File: src/rtl/core/avr_pkg.sv
// Shared types, constants and tables of the axis vector rotation block.
package avr_pkg;

  localparam int COMP_WIDTH  = 18;
  localparam int ANGLE_WIDTH = 16;
  localparam int ITERATIONS  = 28;
  localparam int GUARD       = 16;
  localparam int GAIN_SHIFT  = 31 - GUARD;
  localparam int DATA_WIDTH  = COMP_WIDTH + GUARD + 2;
  localparam int PHASE_WIDTH = 33;
  localparam int PROD_WIDTH  = COMP_WIDTH + 32;
  localparam int IDX_WIDTH   = $clog2(ITERATIONS);

  localparam logic signed [31:0] GAIN_Q31 = 32'sd1304065748;

  localparam logic [31:0] ATAN_TAB [ITERATIONS] = '{
    32'h20000000, 32'h12E4051E, 32'h09FB385B, 32'h051111D4, 32'h028B0D43,
    32'h0145D7E1, 32'h00A2F61E, 32'h00517C55, 32'h0028BE53, 32'h00145F2F,
    32'h000A2F98, 32'h000517CC, 32'h00028BE6, 32'h000145F3, 32'h0000A2FA,
    32'h0000517D, 32'h000028BE, 32'h0000145F, 32'h00000A30, 32'h00000518,
    32'h0000028C, 32'h00000146, 32'h000000A3, 32'h00000051, 32'h00000029,
    32'h00000014, 32'h0000000A, 32'h00000005
  };

  typedef enum logic [1:0] {
    CMD_X    = 2'd0,
    CMD_Y    = 2'd1,
    CMD_Z    = 2'd2,
    CMD_NONE = 2'd3
  } cmd_e;

  typedef enum logic [1:0] {
    QUAD_0   = 2'd0,
    QUAD_90  = 2'd1,
    QUAD_180 = 2'd2,
    QUAD_270 = 2'd3
  } quad_e;

  typedef struct packed {
    cmd_e                          cmd;
    logic signed [COMP_WIDTH-1:0]  pass_c;
    logic signed [COMP_WIDTH-1:0]  raw_a;
    logic signed [COMP_WIDTH-1:0]  raw_b;
    logic signed [DATA_WIDTH-1:0]  a;
    logic signed [DATA_WIDTH-1:0]  b;
    logic signed [PHASE_WIDTH-1:0] phase;
  } avr_item_t;

endpackage

File: src/rtl/core/avr_cell.sv
// One CORDIC micro-rotation cell with its own pipeline register.
module avr_cell (
  input  logic                          clk_i,
  input  logic                          rst_ni,
  input  logic [avr_pkg::IDX_WIDTH-1:0] idx_i,
  input  logic                          valid_i,
  output logic                          ready_o,
  input  avr_pkg::avr_item_t            item_i,
  output logic                          valid_o,
  input  logic                          ready_i,
  output avr_pkg::avr_item_t            item_o
);
  import avr_pkg::*;

  logic signed [DATA_WIDTH-1:0]  da, db;
  logic signed [PHASE_WIDTH-1:0] step;
  avr_item_t                     item_d, item_q;
  logic                          valid_q;

  assign da   = item_i.b >>> idx_i;
  assign db   = item_i.a >>> idx_i;
  assign step = $signed({1'b0, ATAN_TAB[idx_i]});

  always_comb begin
    item_d = item_i;
    if (!item_i.phase[PHASE_WIDTH-1]) begin
      item_d.a     = item_i.a - da;
      item_d.b     = item_i.b + db;
      item_d.phase = item_i.phase - step;
    end else begin
      item_d.a     = item_i.a + da;
      item_d.b     = item_i.b - db;
      item_d.phase = item_i.phase + step;
    end
  end

  assign ready_o = !valid_q || ready_i;

  always_ff @(posedge clk_i or negedge rst_ni) begin
    if (!rst_ni) begin
      valid_q <= 1'b0;
    end else if (ready_o) begin
      valid_q <= valid_i;
    end
  end

  always_ff @(posedge clk_i) begin
    if (ready_o) begin
      item_q <= item_d;
    end
  end

  assign valid_o = valid_q;
  assign item_o  = item_q;

endmodule

File: config.mk
export PLATFORM = sky130hd
export DESIGN_NAME = avr_cell
export DESIGN_NICKNAME = d
export VERILOG_FILES = /design/src/rtl/core/avr_pkg.sv /design/src/rtl/core/avr_cell.sv
export SDC_FILE = /design/constraint.sdc
export NUM_CORES = 1
export LEC_CHECK = 0
export ABC_AREA = 1
export BUFFER_PORTS_ARGS = -buffer_cell sky130_fd_sc_hd__buf_4
export CORE_ASPECT_RATIO = 0.8
export CORE_UTILIZATION = 43
export DETAILED_ROUTE_END_ITERATION = 12
export GPL_TIMING_DRIVEN = 0
export PLACE_DENSITY = 0.61
export SLEW_MARGIN = 5
export SYNTH_ARGS = -nofsm -noshare
export SYNTH_HDL_FRONTEND = slang
export SYNTH_SLANG_ARGS = --single-unit
File: constraint.sdc
create_clock -name clk_i -period 10.5 [get_ports clk_i]
set_clock_uncertainty 0.05 [all_clocks]
set_input_delay 2.1 -clock clk_i [delete_from_list [all_inputs] [get_ports clk_i]]
set_output_delay 2.1 -clock clk_i [all_outputs]
set_load 0.01 [all_outputs]
==> results.py <==
metrics = {
    "cells_and_area": {
        "regArea_mm2": 0.00486,
        "fillers": 4073,
        "area_growth_pct": 21.6,
        "stdcell_count": 3585,
        "fin_nets": 3313,
        "drive_above_1_share_pct": 16.3,
        "diodes": 0,
        "multi_input_area_mm2": 0.0114,
        "fin_util_pct": 53.2,
    },
    "place": {
        "io_buffers": 328,
        "dp.cells": 3553,
        "dp.final_hpwl_um": 65700,
        "routabilityCongestion": 1.11,
    },
    "cts": {
        "clkTransAtPathRegs_ns": 0.09,
        "cts.sinks": 162,
        "worstSkewPairLatency_ns": 0.49,
        "cts_buffers": 17,
        "postCtsHoldBufs": 0,
        "cts-resized-gates": 0,
        "cts-root-buf": "clkbuf_16",
        "htreeDepth": 4,
        "tritoncts": "built",
        "post_cts_buffers": 0,
        "clockBufferDepth": 2,
    },
    "route": {
        "drtIter0Drc": 3269,
        "ant_nets": 0,
        "wl_per_cell_um": 22.2,
        "via_per_inst": 5.79,
        "post-route-drc-count": 0,
        "drt-total-wl_um": 79700,
        "first_pass_iters": 8,
        "vias": 20752,
    },
    "power_and_ir_drop": {
        "powerDensity_mw_per_mm2": 151,
        "p_comb_share_pct": 49.3,
        "max-vdd-ir-drop_mv": 0.109,
        "p_leak_nw": 10.7,
        "p_switching_w": 0.00141,
        "switching_share_pct": 43.1,
        "intPower_w": 0.00186,
        "pwr-share-seq_pct": 29.5,
        "p_clk_share_pct": 21.2,
    },
    "critical_path": {
        "worstPathArrival_ns": 8.10,
        "startpoint_type": "primary input",
        "critPathRequiredTime_ns": 10.69,
        "end_kind": "flip-flop",
        "crit_type": "in2reg",
        "crit_path_max_fanout": 10,
    },
    "logic_synthesis": {
        "syn_avg_cell_area_um2": 6.64,
        "yosysWarnings": 0,
        "yosys_register_bits": 162,
        "synth_most_common_cell": "nand2_1",
        "synth_top_area_share_pct": 27.2,
        "synth-edff-count": 161,
        "syn_inst": 2679,
        "synth_common_cells": "nand2_1, nand3_1, inv_1",
        "synth_nets": 2964,
        "synth_area_leaders": "edfxtp_1, nand2_1, nand3_1, ha_1, xor2_1",
        "seq_area_frac_synth_pct": 27.3,
        "syn_area_mm2": 0.0178,
        "yosys.area.top_type": "edfxtp_1",
        "synthArstFlopShare_pct": 0.617,
        "synth_cell_types": 56,
        "synth-main-ff-cell": "edfxtp_1",
    },
    "sta": {
        "fin_crit_ns": 7.91,
        "post-route-period-util_pct": 75.3,
        "hold_viol": 0,
        "hold_slack_ns": 0.965,
        "clock.fmax_mhz": 126,
        "setup_viol": 0,
        "rsz0062_at_grt": "no",
        "worstMarginPinSlew_ns": 1.26,
        "relSlewSlack_pct": 16.2,
        "tns_ns": 0,
        "slew_viol_final": 0,
    },
    "job": {
        "cap_viol_max_count": 0,
    },
    "grt": {
        "grt_pass1_vias": 19108,
        "grt_pass1_wl_um": 116000,
        "grt_util_all_layers_pct": 37.0,
        "grt_max_degree": 68,
        "antenna_found_initial": 1,
        "grt_overflow": 0,
    },
    "floorplan": {
        "core-area_mm2": 0.0407,
        "die_w_um": 229,
        "fp.dieH_um": 184,
        "rows": 66,
        "die_area_mm2": 0.0422,
        "io_pins": 333,
        "initial_utilization_pct": 43.7,
    },
    "run_status": {
        "status": "finished, final reports clean",
    },
    "hold_path": {
        "hp-class": "reg2reg",
    },
}
-- cells in the final DEF (no fill, tap or decap), types with 16 or more instances in the layout --
master and instances:
a21oi_1 137, a31oi_1 24, buf_1 16, buf_2 35
buf_4 334, clkbuf_1 21, clkbuf_16 17, edfxtp_1 161
ha_1 112, inv_1 240, inv_2 28, nand2_1 825
nand2_2 16, nand3_1 396, nand4_1 21, nor2_1 222
o211ai_1 16, o21ai_0 86, xnor2_1 45, xor2_1 128
-- through the flow --
step           total power [W]  setup slack (ns)  instance area (um2)
2_1_floorplan          0.00193              2.75                17800
3_3_place_gp           0.00253             0.841                20900
3_5_place_dp           0.00255              2.58                21000
4_1_cts                0.00325              3.04                21600
5_1_grt                0.00345              2.71                21600
6_report               0.00328              2.59                21600
-- sequential cells by signal (all words and copies together), names as in the netlist --
signal	count
item_o	161
valid_o	1
-- logic make-up (layout without fill, tap and decap cells) --
kind of cell | after synthesis | after routing | share of synthesized area (%)
adders and majority gates | 115 | 115 | 8.21
DFF | 162 | 162 | 27.3
buffers and inverters | 361 | 723 | 8.51
AOI/OAI and AO/OA | 333 | 333 | 10.8
xor gates and xnor gates | 173 | 173 | 8.51
and+or+nand+nor | 1535 | 1535 | 36.7
-- area by class of cell --
class | count | area share [%]
Buffer | 90 | 2.28
Clock buffer | 17 | 1.97
Clock inverter | 15 | 1.00
Inverter | 271 | 4.71
Multi-Input combinational cell | 2156 | 52.8
Sequential cell | 162 | 22.4
Tap cell | 544 | 3.14
Timing Repair Buffer | 330 | 11.6
-- worst max-delay path, stage by stage --
cell and delay [ns]:
clkbuf_1 0.90, clkinv_1 0.45, clkbuf_1 0.56, buf_1 0.60, o21ai_0 0.59, ha_1 0.34
a31oi_1 0.47, inv_1 0.24, a21oi_1 0.26, o21bai_1 0.14, a21oi_1 0.58, o21ai_0 0.45
nand3_1 0.16, nand2_1 0.07, xor2_1 0.14
-- power by group through the flow --
stage / Sequential, W / Clock, W / Combinational [W]
4_1_cts: 0.000970 / 0.000702 / 0.00158
5_1_grt: 0.000982 / 0.000722 / 0.00174
6_report: 0.000967 / 0.000694 / 0.00161
3_5_place_dp: 0.000982 / 0 / 0.00157
2_1_floorplan: 0.00107 / 0 / 0.000864
3_3_place_gp: 0.000987 / 0 / 0.00154
-- metal layers --
metal | up-vias | global-route usage, % | part of all wire [%]
met3 | 178 | 9.57 | 12
met1 | 9654 | 53.7 | 45
met5 | - | 0 | 0
li1 | 9633 | - | -
met4 | 0 | 11.3 | 2.9
met2 | 1287 | 52.9 | 40
-- worst paths after layout --
kind	start	end	slack, ns	cells after the start
worst max register to register	valid_o	item_o[28]	8.78	2
worst min-delay path	valid_o	item_o[107]	0.96	1
worst max-delay path	item_i[32]	item_o[94]	2.59	15
max in group asynchronous	rst_ni	valid_o	9.00	1
min in group asynchronous	rst_ni	valid_o	1.32	1
worst min register to register	valid_o	item_o[107]	0.96	1
(Power assumes the default switching activity.)
