==> config.mk <==
export PLATFORM = sky130hd
export DESIGN_NAME = avr_out
export DESIGN_NICKNAME = d
export VERILOG_FILES = /design/src/rtl/core/avr_pkg.sv /design/src/rtl/core/avr_out.sv
export SDC_FILE = /design/constraint.sdc
export NUM_CORES = 1
export LEC_CHECK = 0
export BUFFER_PORTS_ARGS = -buffer_cell sky130_fd_sc_hd__buf_2
export CORE_AREA = 2 2 101 103
export DETAILED_ROUTE_END_ITERATION = 16
export DIE_AREA = 0 0 103 105
export PLACE_DENSITY_LB_ADDON = 0.05
export SYNTH_ARGS = -nofsm -noshare
export SYNTH_HDL_FRONTEND = slang
export SYNTH_SLANG_ARGS = --single-unit
==> constraint.sdc <==
create_clock -name clk_i -period 3.23 [get_ports clk_i]
set_input_delay 0.8075 -clock clk_i [delete_from_list [all_inputs] [get_ports clk_i]]
set_output_delay 0.8075 -clock clk_i [all_outputs]
set_load 0.03 [all_outputs]
==> src/rtl/core/avr_pkg.sv <==
// Shared types, constants and tables of the axis vector rotation block.
package avr_pkg;

  localparam int COMP_WIDTH  = 18;
  localparam int ANGLE_WIDTH = 16;
  localparam int ITERATIONS  = 28;
  localparam int GUARD       = 16;
  localparam int GAIN_SHIFT  = 31 - GUARD;
  localparam int DATA_WIDTH  = COMP_WIDTH + GUARD + 2;
  localparam int PHASE_WIDTH = 33;
  localparam int PROD_WIDTH  = COMP_WIDTH + 32;
  localparam int IDX_WIDTH   = $clog2(ITERATIONS);

  localparam logic signed [31:0] GAIN_Q31 = 32'sd1304065748;

  localparam logic [31:0] ATAN_TAB [ITERATIONS] = '{
    32'h20000000, 32'h12E4051E, 32'h09FB385B, 32'h051111D4, 32'h028B0D43,
    32'h0145D7E1, 32'h00A2F61E, 32'h00517C55, 32'h0028BE53, 32'h00145F2F,
    32'h000A2F98, 32'h000517CC, 32'h00028BE6, 32'h000145F3, 32'h0000A2FA,
    32'h0000517D, 32'h000028BE, 32'h0000145F, 32'h00000A30, 32'h00000518,
    32'h0000028C, 32'h00000146, 32'h000000A3, 32'h00000051, 32'h00000029,
    32'h00000014, 32'h0000000A, 32'h00000005
  };

  typedef enum logic [1:0] {
    CMD_X    = 2'd0,
    CMD_Y    = 2'd1,
    CMD_Z    = 2'd2,
    CMD_NONE = 2'd3
  } cmd_e;

  typedef enum logic [1:0] {
    QUAD_0   = 2'd0,
    QUAD_90  = 2'd1,
    QUAD_180 = 2'd2,
    QUAD_270 = 2'd3
  } quad_e;

  typedef struct packed {
    cmd_e                          cmd;
    logic signed [COMP_WIDTH-1:0]  pass_c;
    logic signed [COMP_WIDTH-1:0]  raw_a;
    logic signed [COMP_WIDTH-1:0]  raw_b;
    logic signed [DATA_WIDTH-1:0]  a;
    logic signed [DATA_WIDTH-1:0]  b;
    logic signed [PHASE_WIDTH-1:0] phase;
  } avr_item_t;

endpackage

==> src/rtl/core/avr_out.sv <==
// Output stage: rounding, saturation and axis remapping into the output register.
module avr_out (
  input  logic                                  clk_i,
  input  logic                                  rst_ni,
  input  logic                                  valid_i,
  output logic                                  ready_o,
  input  avr_pkg::avr_item_t                    item_i,
  output logic                                  valid_o,
  input  logic                                  ready_i,
  output logic signed [avr_pkg::COMP_WIDTH-1:0] x_o,
  output logic signed [avr_pkg::COMP_WIDTH-1:0] y_o,
  output logic signed [avr_pkg::COMP_WIDTH-1:0] z_o
);
  import avr_pkg::*;

  localparam logic signed [DATA_WIDTH-1:0] ROUND_HALF =
    {{(DATA_WIDTH-GUARD){1'b0}}, 1'b1, {(GUARD-1){1'b0}}};

  function automatic logic [COMP_WIDTH-1:0] round_sat(input logic signed [DATA_WIDTH-1:0] v);
    logic signed [DATA_WIDTH-1:0]      sum;
    logic signed [DATA_WIDTH-1:0]      r;
    logic [DATA_WIDTH-COMP_WIDTH:0]    top;
    sum = v + ROUND_HALF;
    r   = sum >>> GUARD;
    top = r[DATA_WIDTH-1:COMP_WIDTH-1];
    if (&top || ~|top) begin
      return r[COMP_WIDTH-1:0];
    end
    return {r[DATA_WIDTH-1], {(COMP_WIDTH-1){~r[DATA_WIDTH-1]}}};
  endfunction

  logic signed [COMP_WIDTH-1:0] ra, rb;
  logic signed [COMP_WIDTH-1:0] x_d, y_d, z_d, x_q, y_q, z_q;
  logic                         valid_q;

  assign ra = round_sat(item_i.a);
  assign rb = round_sat(item_i.b);

  always_comb begin
    case (item_i.cmd)
      CMD_X: begin
        x_d = item_i.pass_c;
        y_d = ra;
        z_d = rb;
      end
      CMD_Y: begin
        x_d = rb;
        y_d = item_i.pass_c;
        z_d = ra;
      end
      CMD_Z: begin
        x_d = ra;
        y_d = rb;
        z_d = item_i.pass_c;
      end
      default: begin
        x_d = item_i.raw_a;
        y_d = item_i.raw_b;
        z_d = item_i.pass_c;
      end
    endcase
  end

  assign ready_o = !valid_q || ready_i;

  always_ff @(posedge clk_i or negedge rst_ni) begin
    if (!rst_ni) begin
      valid_q <= 1'b0;
    end else if (ready_o) begin
      valid_q <= valid_i;
    end
  end

  always_ff @(posedge clk_i) begin
    if (ready_o) begin
      x_q <= x_d;
      y_q <= y_d;
      z_q <= z_d;
    end
  end

  assign valid_o = valid_q;
  assign x_o     = x_q;
  assign y_o     = y_q;
  assign z_o     = z_q;

endmodule

==> flow_summary.json, run 1 <==
{
  "r2r_end": "y_o[17]",
  "r2r-start": "valid_o",
  "synth_cell_types": 68,
  "post-cts-setup-buffers": 0,
  "initial_utilization": 0.462,
  "synth.net_count": 626,
  "yosys_register_bits": 55,
  "worst-endpoint-arrival_ns": 3.09,
  "layout_commonest_cell": "buf_2",
  "wl_mm": 15.6,
  "fin_cells": 786,
  "layout_min_cycle_time_ns": 3.04,
  "dieArea_sq_um": 10800,
  "path_clk_slew_ns": 0.10,
  "dp_cells": 778,
  "maxCapViolCount": 0,
  "place.gp.congestion": 0.919,
  "cts_made_buffers": 5,
  "placed_cell_area_sq_um": 5690,
  "seqCellArea_sq_um": 1650,
  "synth_compound_area_frac": 0.244,
  "hold_violations": 0,
  "fp.dieW_microns": 103,
  "yosys.area_share.simple": 0.193,
  "finalInstanceArea_sq_um": 5800,
  "n_antenna_cell": 0,
  "fillerInstances": 897,
  "combPwrFrac": 0.356,
  "antenna_found_initial": 0,
  "drive_gt1_frac": 0.394,
  "synth.largest_area_cell": "edfxtp_1",
  "maxSlewHeadroom": 0.536,
  "wl_met3_mm": 1.31,
  "cp_max_fo": 10,
  "hpwl_mm": 12.5,
  "wl_met2_mm": 7.27,
  "crit_path_end_kind": "flop",
  "min_path_type": "input pin to asynchronous set/reset pin",
  "synth_top_area_share": 0.364,
  "wl_met1_mm": 6.59,
  "ir_worst_vdd_v": 0.000183,
  "track_usage": 0.288,
  "synthMuxAreaShare": 0.0860,
  "r2r_cells": 2,
  "p_per_area_nw_per_um2": 364,
  "rsz0062_at_grt": "no",
  "drc": 0,
  "ant_nets": 0,
  "final_cell_mix": "buf_2, buf_4, edfxtp_1, nand2_1, a21oi_1",
  "cts_max_path_buffers": 2,
  "synthArstFlopShare": 0.0182,
  "grt_overflow": 0,
  "synthAdderAreaFrac": 0.00562,
  "max_freq_ghz": 0.329,
  "internal_power_uw": 1380,
  "vias": 4749,
  "port_buffers": 157,
  "multiInputGateArea_sq_um": 2650,
  "required_ns": 3.29,
  "pin_count": 221,
  "synth_cells": 459,
  "swShare": 0.345,
  "cts.sinks": 55,
  "yosysSeqAreaShare": 0.370,
  "grt_max_degree": 56,
  "area_growth_pct": 30.3,
  "slew_viol_final": 0,
  "clock-root-buffer": "clkbuf_8",
  "cts_tree": "built",
  "dr.first_iter.drc_count": 372,
  "p_switching_uw": 728,
  "clock_power_share": 0.219,
  "finalCritPeriodShare": 0.941,
  "synth_area_sq_um": 4450,
  "grt_pass1_wl_mm": 23.7,
  "die_h_microns": 105,
  "tightest_slew_ns": 0.696,
  "power_leakage_uw": 0.00239,
  "htreeDepth": 2,
  "dr.pass1.iters": 5,
  "via_per_inst": 6.04,
  "dr.max_layer_used": "met4",
  "status": "completed",
  "setup.worst_path.class": "input pin to flop",
  "synth_top_family_by_area": "compound AO/OA/AOI/OAI gates",
  "synth_edf_count": 54,
  "cp-start-kind": "input pin",
  "synthFlopType": "edfxtp_1",
  "grt_pass1_vias": 4388,
  "fin_setup_tns_ns": 0,
  "clock_latency_ns": 0.32,
  "placementRows": 36,
  "setup_viol": 0,
  "yosys_warnings": 0,
  "rrSetupSlack_ns": 1.71,
  "pwr-share-seq": 0.425,
  "yosys-top-cells-area": "edfxtp_1, mux4_2, xnor2_1",
  "synth_xor_area_frac": 0.0649,
  "core_sq_um": 9640,
  "routedWlPerCell_microns": 19.9,
  "worst_clock_skew_ns": 0.00450,
  "fin_nets": 819,
  "avgSynthCellArea_sq_um": 9.70,
  "cts_resized": 0,
  "holdBufCountCts": 0
}
worst max path at each step:
stage / from / end / slack [ns] / cells past startpoint
floorplan: ready_i / ready_o / 0.05 / 1
global placement: item_i[84] / x_o[7] / -0.07 / 10
detailed placement: item_i[84] / x_o[7] / -0.11 / 10
CTS: item_i[84] / x_o[7] / 0.22 / 10
global route: item_i[84] / x_o[7] / 0.1 / 10
finish: item_i[84] / x_o[7] / 0.19 / 10
area by class of cell:
class                   count  area share
repair buffers            212       0.207
clock buffers               6      0.0125
multi-input cells         369       0.456
flip-flops and latches     55       0.284
clock inverters             2     0.00647
well taps                 133      0.0287
inverters                   9     0.00582
cells in the mapped netlist (8+ instances only):
cell,count
o221a_2,8
o21ai_0,19
edfxtp_1,54
xor2_1,14
nand3_1,25
o22ai_1,10
nand2b_1,8
nor2_1,27
and3_1,12
clkbuf_1,13
and4_1,9
xnor2_1,19
nor3_1,8
nand2_1,39
a21oi_1,32
a221oi_1,8
a211oi_1,15
inv_1,8
mux2i_1,9
mux4_2,12
nand4_1,9
metrics by stage:
step	setup WS, ns	hold WS, ns	util	total power, uW
6_report	0.192	0.245	0.602	2110
5_1_grt	0.0963	0.234	0.602	2200
4_1_cts	0.217	0.241	0.602	2110
3_5_place_dp	-0.109	0.584	0.590	1650
3_3_place_gp	-0.0675	0.582	0.590	1640
2_1_floorplan	0.0528	0.512	-	1370
logic make-up (layout without fill, tap and decap cells):
family                     count (synthesis)  after routing
xor gates and xnor gates                  33             33
adders and majority gates                  2              2
AOI/OAI and AO/OA                        149            149
buffers and inverters                     35            229
and+or+nand+nor                          162            162
muxes                                     23             23
DFF                                       55             55
sequential cells by signal (all words and copies together), names as in the netlist:
register  count
valid_o       1
x_o          18
z_o          18
y_o          18
layer usage:
layer | GRT usage | up-vias
met2 | 0.449 | 270
met1 | 0.400 | 2240
li1 | - | 2206
met5 | 0 | -
met4 | 0.0996 | 0
met3 | 0.0488 | 33
power by group through the flow:
| stage | Clock [uW] | Sequential [uW] | Combinational [uW] |
|---|---|---|---|
| 3_5_place_dp | 0 | 914 | 740 |
| 5_1_grt | 494 | 906 | 800 |
| 6_report | 462 | 897 | 752 |
| 4_1_cts | 465 | 898 | 743 |
| 2_1_floorplan | 0 | 1080 | 290 |
| 3_3_place_gp | 0 | 911 | 734 |
critical path, stage by stage:
cell     delay (ns)
buf_2          0.09
ha_1           0.16
and3_1         0.29
nand4_1        0.14
or3_1          0.40
and2_2         0.24
a21oi_4        0.28
buf_4          0.18
a21oi_1        0.04
mux4_2         0.47
Note: power is estimated with default switching activity, not from simulation.
==> run 2, diff against run 1 <==
- clock period: 3.23 -> 3.45 ns (I/O delays scaled with it)
==> flow_summary.json, run 2 (synthesized netlist as in run 1, its figures left out) <==
{
  "timing.hold.ws_ns": 0.293,
  "port_buffers": 157,
  "cp_max_fo": 10,
  "dr.pass1.iters": 7,
  "hpwl_mm": 12.1,
  "max_stage_delay_ns": 0.51,
  "ir_worst_vdd_v": 0.000195,
  "wl_met1_mm": 6.53,
  "routedWlPerCell_microns": 20.1,
  "grt_max_degree": 56,
  "wl_met3_mm": 1.28,
  "cts_resized": 0,
  "rsz0062_at_grt": "no",
  "maxSlewHeadroom": 0.445,
  "placementRows": 36,
  "cpLargestDelayFamily": "simple AND/OR/NAND/NOR gates",
  "cp-start-kind": "input pin",
  "finalCritPeriodShare": 0.881,
  "core_sq_um": 9640,
  "power_leakage_uw": 0.00224,
  "cts.sinks": 55,
  "fin_nets": 789,
  "wl_met2_mm": 6.97,
  "drc": 0,
  "ant_nets": 0,
  "worst-endpoint-arrival_ns": 3.09,
  "initial_utilization": 0.462,
  "slew_viol_final": 0,
  "grt_overflow": 0,
  "dr.first_iter.drc_count": 407,
  "fillerInstances": 929,
  "layout_commonest_cell": "buf_2",
  "grt_pass1_vias": 4213,
  "vias": 4600,
  "cts_made_buffers": 5,
  "dp_slack_ns": 0.107,
  "critPathBufInv": 1,
  "hold_violations": 0,
  "fp.dieW_microns": 103,
  "n_antenna_cell": 0,
  "via_per_inst": 6.08,
  "setup_viol": 0,
  "antenna_found_initial": 0,
  "cts_max_path_buffers": 2,
  "path_clk_slew_ns": 0.10,
  "required_ns": 3.50,
  "dp_cells": 748,
  "worst_clock_skew_ns": 0.00687,
  "tightest_slew_ns": 0.829,
  "layout_min_cycle_time_ns": 3.04,
  "status": "completed",
  "fin_setup_tns_ns": 0,
  "drive_gt1_frac": 0.366,
  "fin_cells": 756,
  "clock-root-buffer": "clkbuf_8",
  "min_path_type": "input pin to asynchronous set/reset pin",
  "crit_chain": "buf_2, ha_1, and3_1, nand4_1, or3_1, and2_2, a21oi_4, o21ai_0, mux4_2",
  "cts_tree": "built",
  "grt_pass1_wl_mm": 23.0,
  "place.gp.congestion": 0.898,
  "cp_slowest_cell": "mux4_2",
  "pin_count": 221,
  "post-cts-setup-buffers": 0,
  "dieArea_sq_um": 10800,
  "area_growth_pct": 24.7,
  "track_usage": 0.278,
  "die_h_microns": 105,
  "dr.max_layer_used": "met4",
  "p_per_area_nw_per_um2": 339,
  "htreeDepth": 2,
  "crit_path_end_kind": "flop",
  "setup.worst_path.class": "input pin to flop",
  "clock_latency_ns": 0.32,
  "total_power_uw": 1880,
  "max_freq_ghz": 0.329,
  "maxCapViolCount": 0,
  "holdBufCountCts": 0,
  "wl_mm": 15.2,
  "final_cell_mix": "buf_2, edfxtp_1, nand2_1, a21oi_1, nor2_1",
  "fin_ws_ns": 0.412
}
run 2: cell types whose count changed in the layout (fill, tap and decap cells not counted):
cell / change
buf_4: -30
bufinv_16: -1
clkbuf_1: -1
clkinv_2: +2
clkinvlp_4: -1
inv_6: +1
run 2: path summary, 6_finish.rpt:
| path | slack [ns] | cells after the start | startpoint | endpoint |
|---|---|---|---|---|
| max | 0.41 | 9 | item_i[84] | x_o[10] |
| min | 0.29 | 1 | rst_ni | valid_o |
| max reg2reg | 1.91 | 2 | valid_o | z_o[3] |
| min reg2reg | 1.06 | 3 | valid_o | valid_o |
| max in group asynchronous | 3.08 | 1 | rst_ni | valid_o |
| min in group clk_i | 0.72 | 2 | valid_i | valid_o |
run 2: layout make-up:
class | instances | area, sq um | share of cell area
Clock inverter | 3 | 18.8 | 0.00338
Multi-Input combinational cell | 369 | 2650 | 0.476
Clock buffer | 5 | 68.8 | 0.0124
Sequential cell | 55 | 1650 | 0.296
Tap cell | 133 | 166 | 0.0300
Inverter | 9 | 33.8 | 0.00608
Timing Repair Buffer | 182 | 973 | 0.175
run 2: power by group:
group | leakage [uW] | internal, uW | switching, uW | total, uW
Combinational | 0.00165 | 237 | 443 | 680
Sequential | 0.000547 | 824 | 15.5 | 839
Clock | 0.0000483 | 143 | 218 | 362
run 2: through the flow:
stage	area [sq um]	util
final	5550	0.576
after CTS	5550	0.576
after global placement	5470	0.567
after global routing	5550	0.576
after detailed placement	5470	0.567
after floorplan	4450	-
run 2: worst reg2reg max path: stages, from the launching register on:
cell and delay [ns]:
dfrtp_1 0.40, nand2b_2 0.16, buf_4 0.60
run 2: routing by layer:
layer  global-route usage  vias to the layer above
li1                     -                     2147
met1                0.402                     2143
met2                0.434                      278
met3               0.0355                       32
met4               0.0818                        0
met5                    0                        -
==> run 3, diff against run 2 <==
- ABC_AREA: unset -> 1
- CORE_AREA: 2 2 101 103 -> 2 2 100 102
- DIE_AREA: 0 0 103 105 -> 0 0 102 104
==> flow_summary.json, run 3 <==
{
  "post-cts-setup-buffers": 0,
  "htreeDepth": 2,
  "finalCritPeriodShare": 0.758,
  "synth_cell_types": 29,
  "placed_cell_area_sq_um": 5170,
  "yosys-top-cells-area": "edfxtp_1, nand3_1, nand2_1",
  "hpwl_mm": 10.4,
  "multiInputGateArea_sq_um": 2390,
  "ant_nets": 0,
  "dr.first_iter.drc_count": 395,
  "synth.largest_area_cell": "edfxtp_1",
  "cp-start-kind": "input pin",
  "cp-endpoint": "z_o[10]",
  "area_growth_pct": 21.1,
  "final_cell_mix": "nand2_1, buf_2, nand3_1, edfxtp_1, nand4_1",
  "routedWlPerCell_microns": 16.2,
  "placementRows": 36,
  "wl_mm": 13.9,
  "crit_path_end_kind": "flop",
  "setup.worst_path.class": "input pin to flop",
  "clock_latency_ns": 0.32,
  "crit_chain": "buf_2, ha_1, nand2_1, nor2_2, nand4_2, o21bai_2, nand2_2, inv_2, nand2_4, nand3_1, nand3_1",
  "cts_max_path_buffers": 2,
  "synth_top_area_share": 0.373,
  "drc": 0,
  "setup_viol": 0,
  "clock-root-buffer": "clkbuf_8",
  "yosysMostFrequentCell": "nand2_1",
  "fp.dieW_microns": 102,
  "cp-startpoint": "item_i[84]",
  "worst_clock_skew_ns": 0.00586,
  "synth.net_count": 747,
  "r2r_end": "z_o[13]",
  "max_freq_ghz": 0.382,
  "cp_max_fo": 51,
  "min_path_type": "input pin to asynchronous set/reset pin",
  "yosys_register_bits": 55,
  "dp_slack_ns": 0.499,
  "synth_area_sq_um": 4340,
  "layout_min_cycle_time_ns": 2.61,
  "grt_pass1_wl_mm": 21.8,
  "max_stage_delay_ns": 0.29,
  "rrSetupSlack_ns": 1.95,
  "path_common_cell": "nand3_1",
  "slew_viol_final": 0,
  "ir_worst_vdd_v": 0.000172,
  "required_ns": 3.50,
  "dr.pass1.iters": 6,
  "r2r_cells": 2,
  "n_antenna_cell": 0,
  "status": "completed",
  "initial_utilization": 0.455,
  "timing.hold.ws_ns": 0.290,
  "via_per_inst": 5.45,
  "grt_pass1_vias": 4362,
  "fin_nets": 888,
  "p_per_area_nw_per_um2": 353,
  "power_leakage_uw": 0.00233,
  "avgSynthCellArea_sq_um": 7.49,
  "grt_max_degree": 56,
  "worst-endpoint-arrival_ns": 2.67,
  "synth_cells": 580,
  "fin_ws_ns": 0.835,
  "synth_common_cells": "nand2_1, nand3_1, edfxtp_1",
  "fillerInstances": 955,
  "antenna_found_initial": 0,
  "rsz0062_at_grt": "no",
  "layout_commonest_cell": "nand2_1",
  "fin_setup_tns_ns": 0,
  "tightest_slew_ns": 0.745,
  "hold_violations": 0,
  "seqCellArea_sq_um": 1650,
  "cts_tree": "built",
  "die_h_microns": 104,
  "maxSlewHeadroom": 0.503,
  "path_clk_slew_ns": 0.10,
  "yosys_warnings": 0,
  "drive_gt1_frac": 0.307,
  "finalInstanceArea_sq_um": 5260,
  "grt_overflow": 0,
  "holdBufCountCts": 0,
  "dieArea_sq_um": 10600,
  "synthArstFlopShare": 0.0182,
  "vias": 4663,
  "maxCapViolCount": 0,
  "r2r-start": "valid_o",
  "place.gp.congestion": 0.916,
  "core_sq_um": 9550,
  "synthFlopType": "edfxtp_1",
  "yosysSeqAreaShare": 0.379,
  "pin_count": 221,
  "cts_resized": 0,
  "cts_made_buffers": 5,
  "track_usage": 0.260,
  "cts.sinks": 55,
  "synth_edf_count": 54,
  "cp_slowest_cell": "nand2_4",
  "port_buffers": 157
}
-- run 3: cell count changes after synthesis, sizes merged, moves of 10 or more --
cell    previous run  this run
nand2             41       201
nand3             25       135
a21oi             34         0
nand4              9        39
inv                9        31
o21ai             22         3
nor2              27        43
a211oi            15         0
and3              13         0
mux4              12         0
o22ai             11         0
a221oi            10         0
-- run 3: kinds of logic (layout without fill, tap and decap cells) --
group	Yosys count	count (layout)	share of synthesized area
AOI/OAI and AO/OA	9	9	0.0164
xor gates and xnor gates	30	30	0.0605
adders and majority gates	2	2	0.00576
buffers and inverters	62	204	0.0758
DFF	55	55	0.379
and+or+nand+nor	422	422	0.462
-- run 3: worst min path at each step --
stage            from       to  slack [ns]  depth (start not counted)
5_1_grt        rst_ni  valid_o        0.28                          1
6_report       rst_ni  valid_o        0.29                          1
3_5_place_dp   rst_ni  valid_o        0.64                          1
2_1_floorplan  rst_ni  valid_o        0.57                          0
4_1_cts        rst_ni  valid_o        0.29                          1
3_3_place_gp   rst_ni  valid_o        0.64                          1
-- run 3: report_power, final --
part	internal [uW]	switching, uW	total (uW)
clock network	144	238	382
logic	185	440	626
registers	828	17.9	846
total	1160	696	1850
-- run 3: layout make-up --
class	instances	share of cell area
well taps	133	0.0317
clock inverters	3	0.00357
multi-input cells	463	0.454
flip-flops and latches	55	0.313
inverters	32	0.0228
repair buffers	164	0.162
clock buffers	5	0.0131
-- run 3: worst max-delay path, delay by kind of cell --
kind | cells | cell delay, ns
buffers and inverters | 2 | 0.21
adders and majority gates | 1 | 0.19
AOI/OAI and AO/OA | 1 | 0.17
and+or+nand+nor | 7 | 1.20
-- run 3: layer usage --
layer | wire (microns) | vias to the layer above | global-route usage
met4 | 155 | 0 | 0.0590
li1 | - | 2256 | -
met2 | 6620 | 211 | 0.432
met1 | 6130 | 2181 | 0.361
met3 | 981 | 15 | 0.0302
met5 | 0 | - | 0
-- run 3: metrics by stage --
step | total power, uW | cells | util
after CTS | 1850 | 855 | 0.551
after global placement | 1480 | 847 | 0.541
final | 1850 | 855 | 0.551
after floorplan | 1270 | 580 | -
after detailed placement | 1480 | 847 | 0.541
after global routing | 1940 | 855 | 0.551
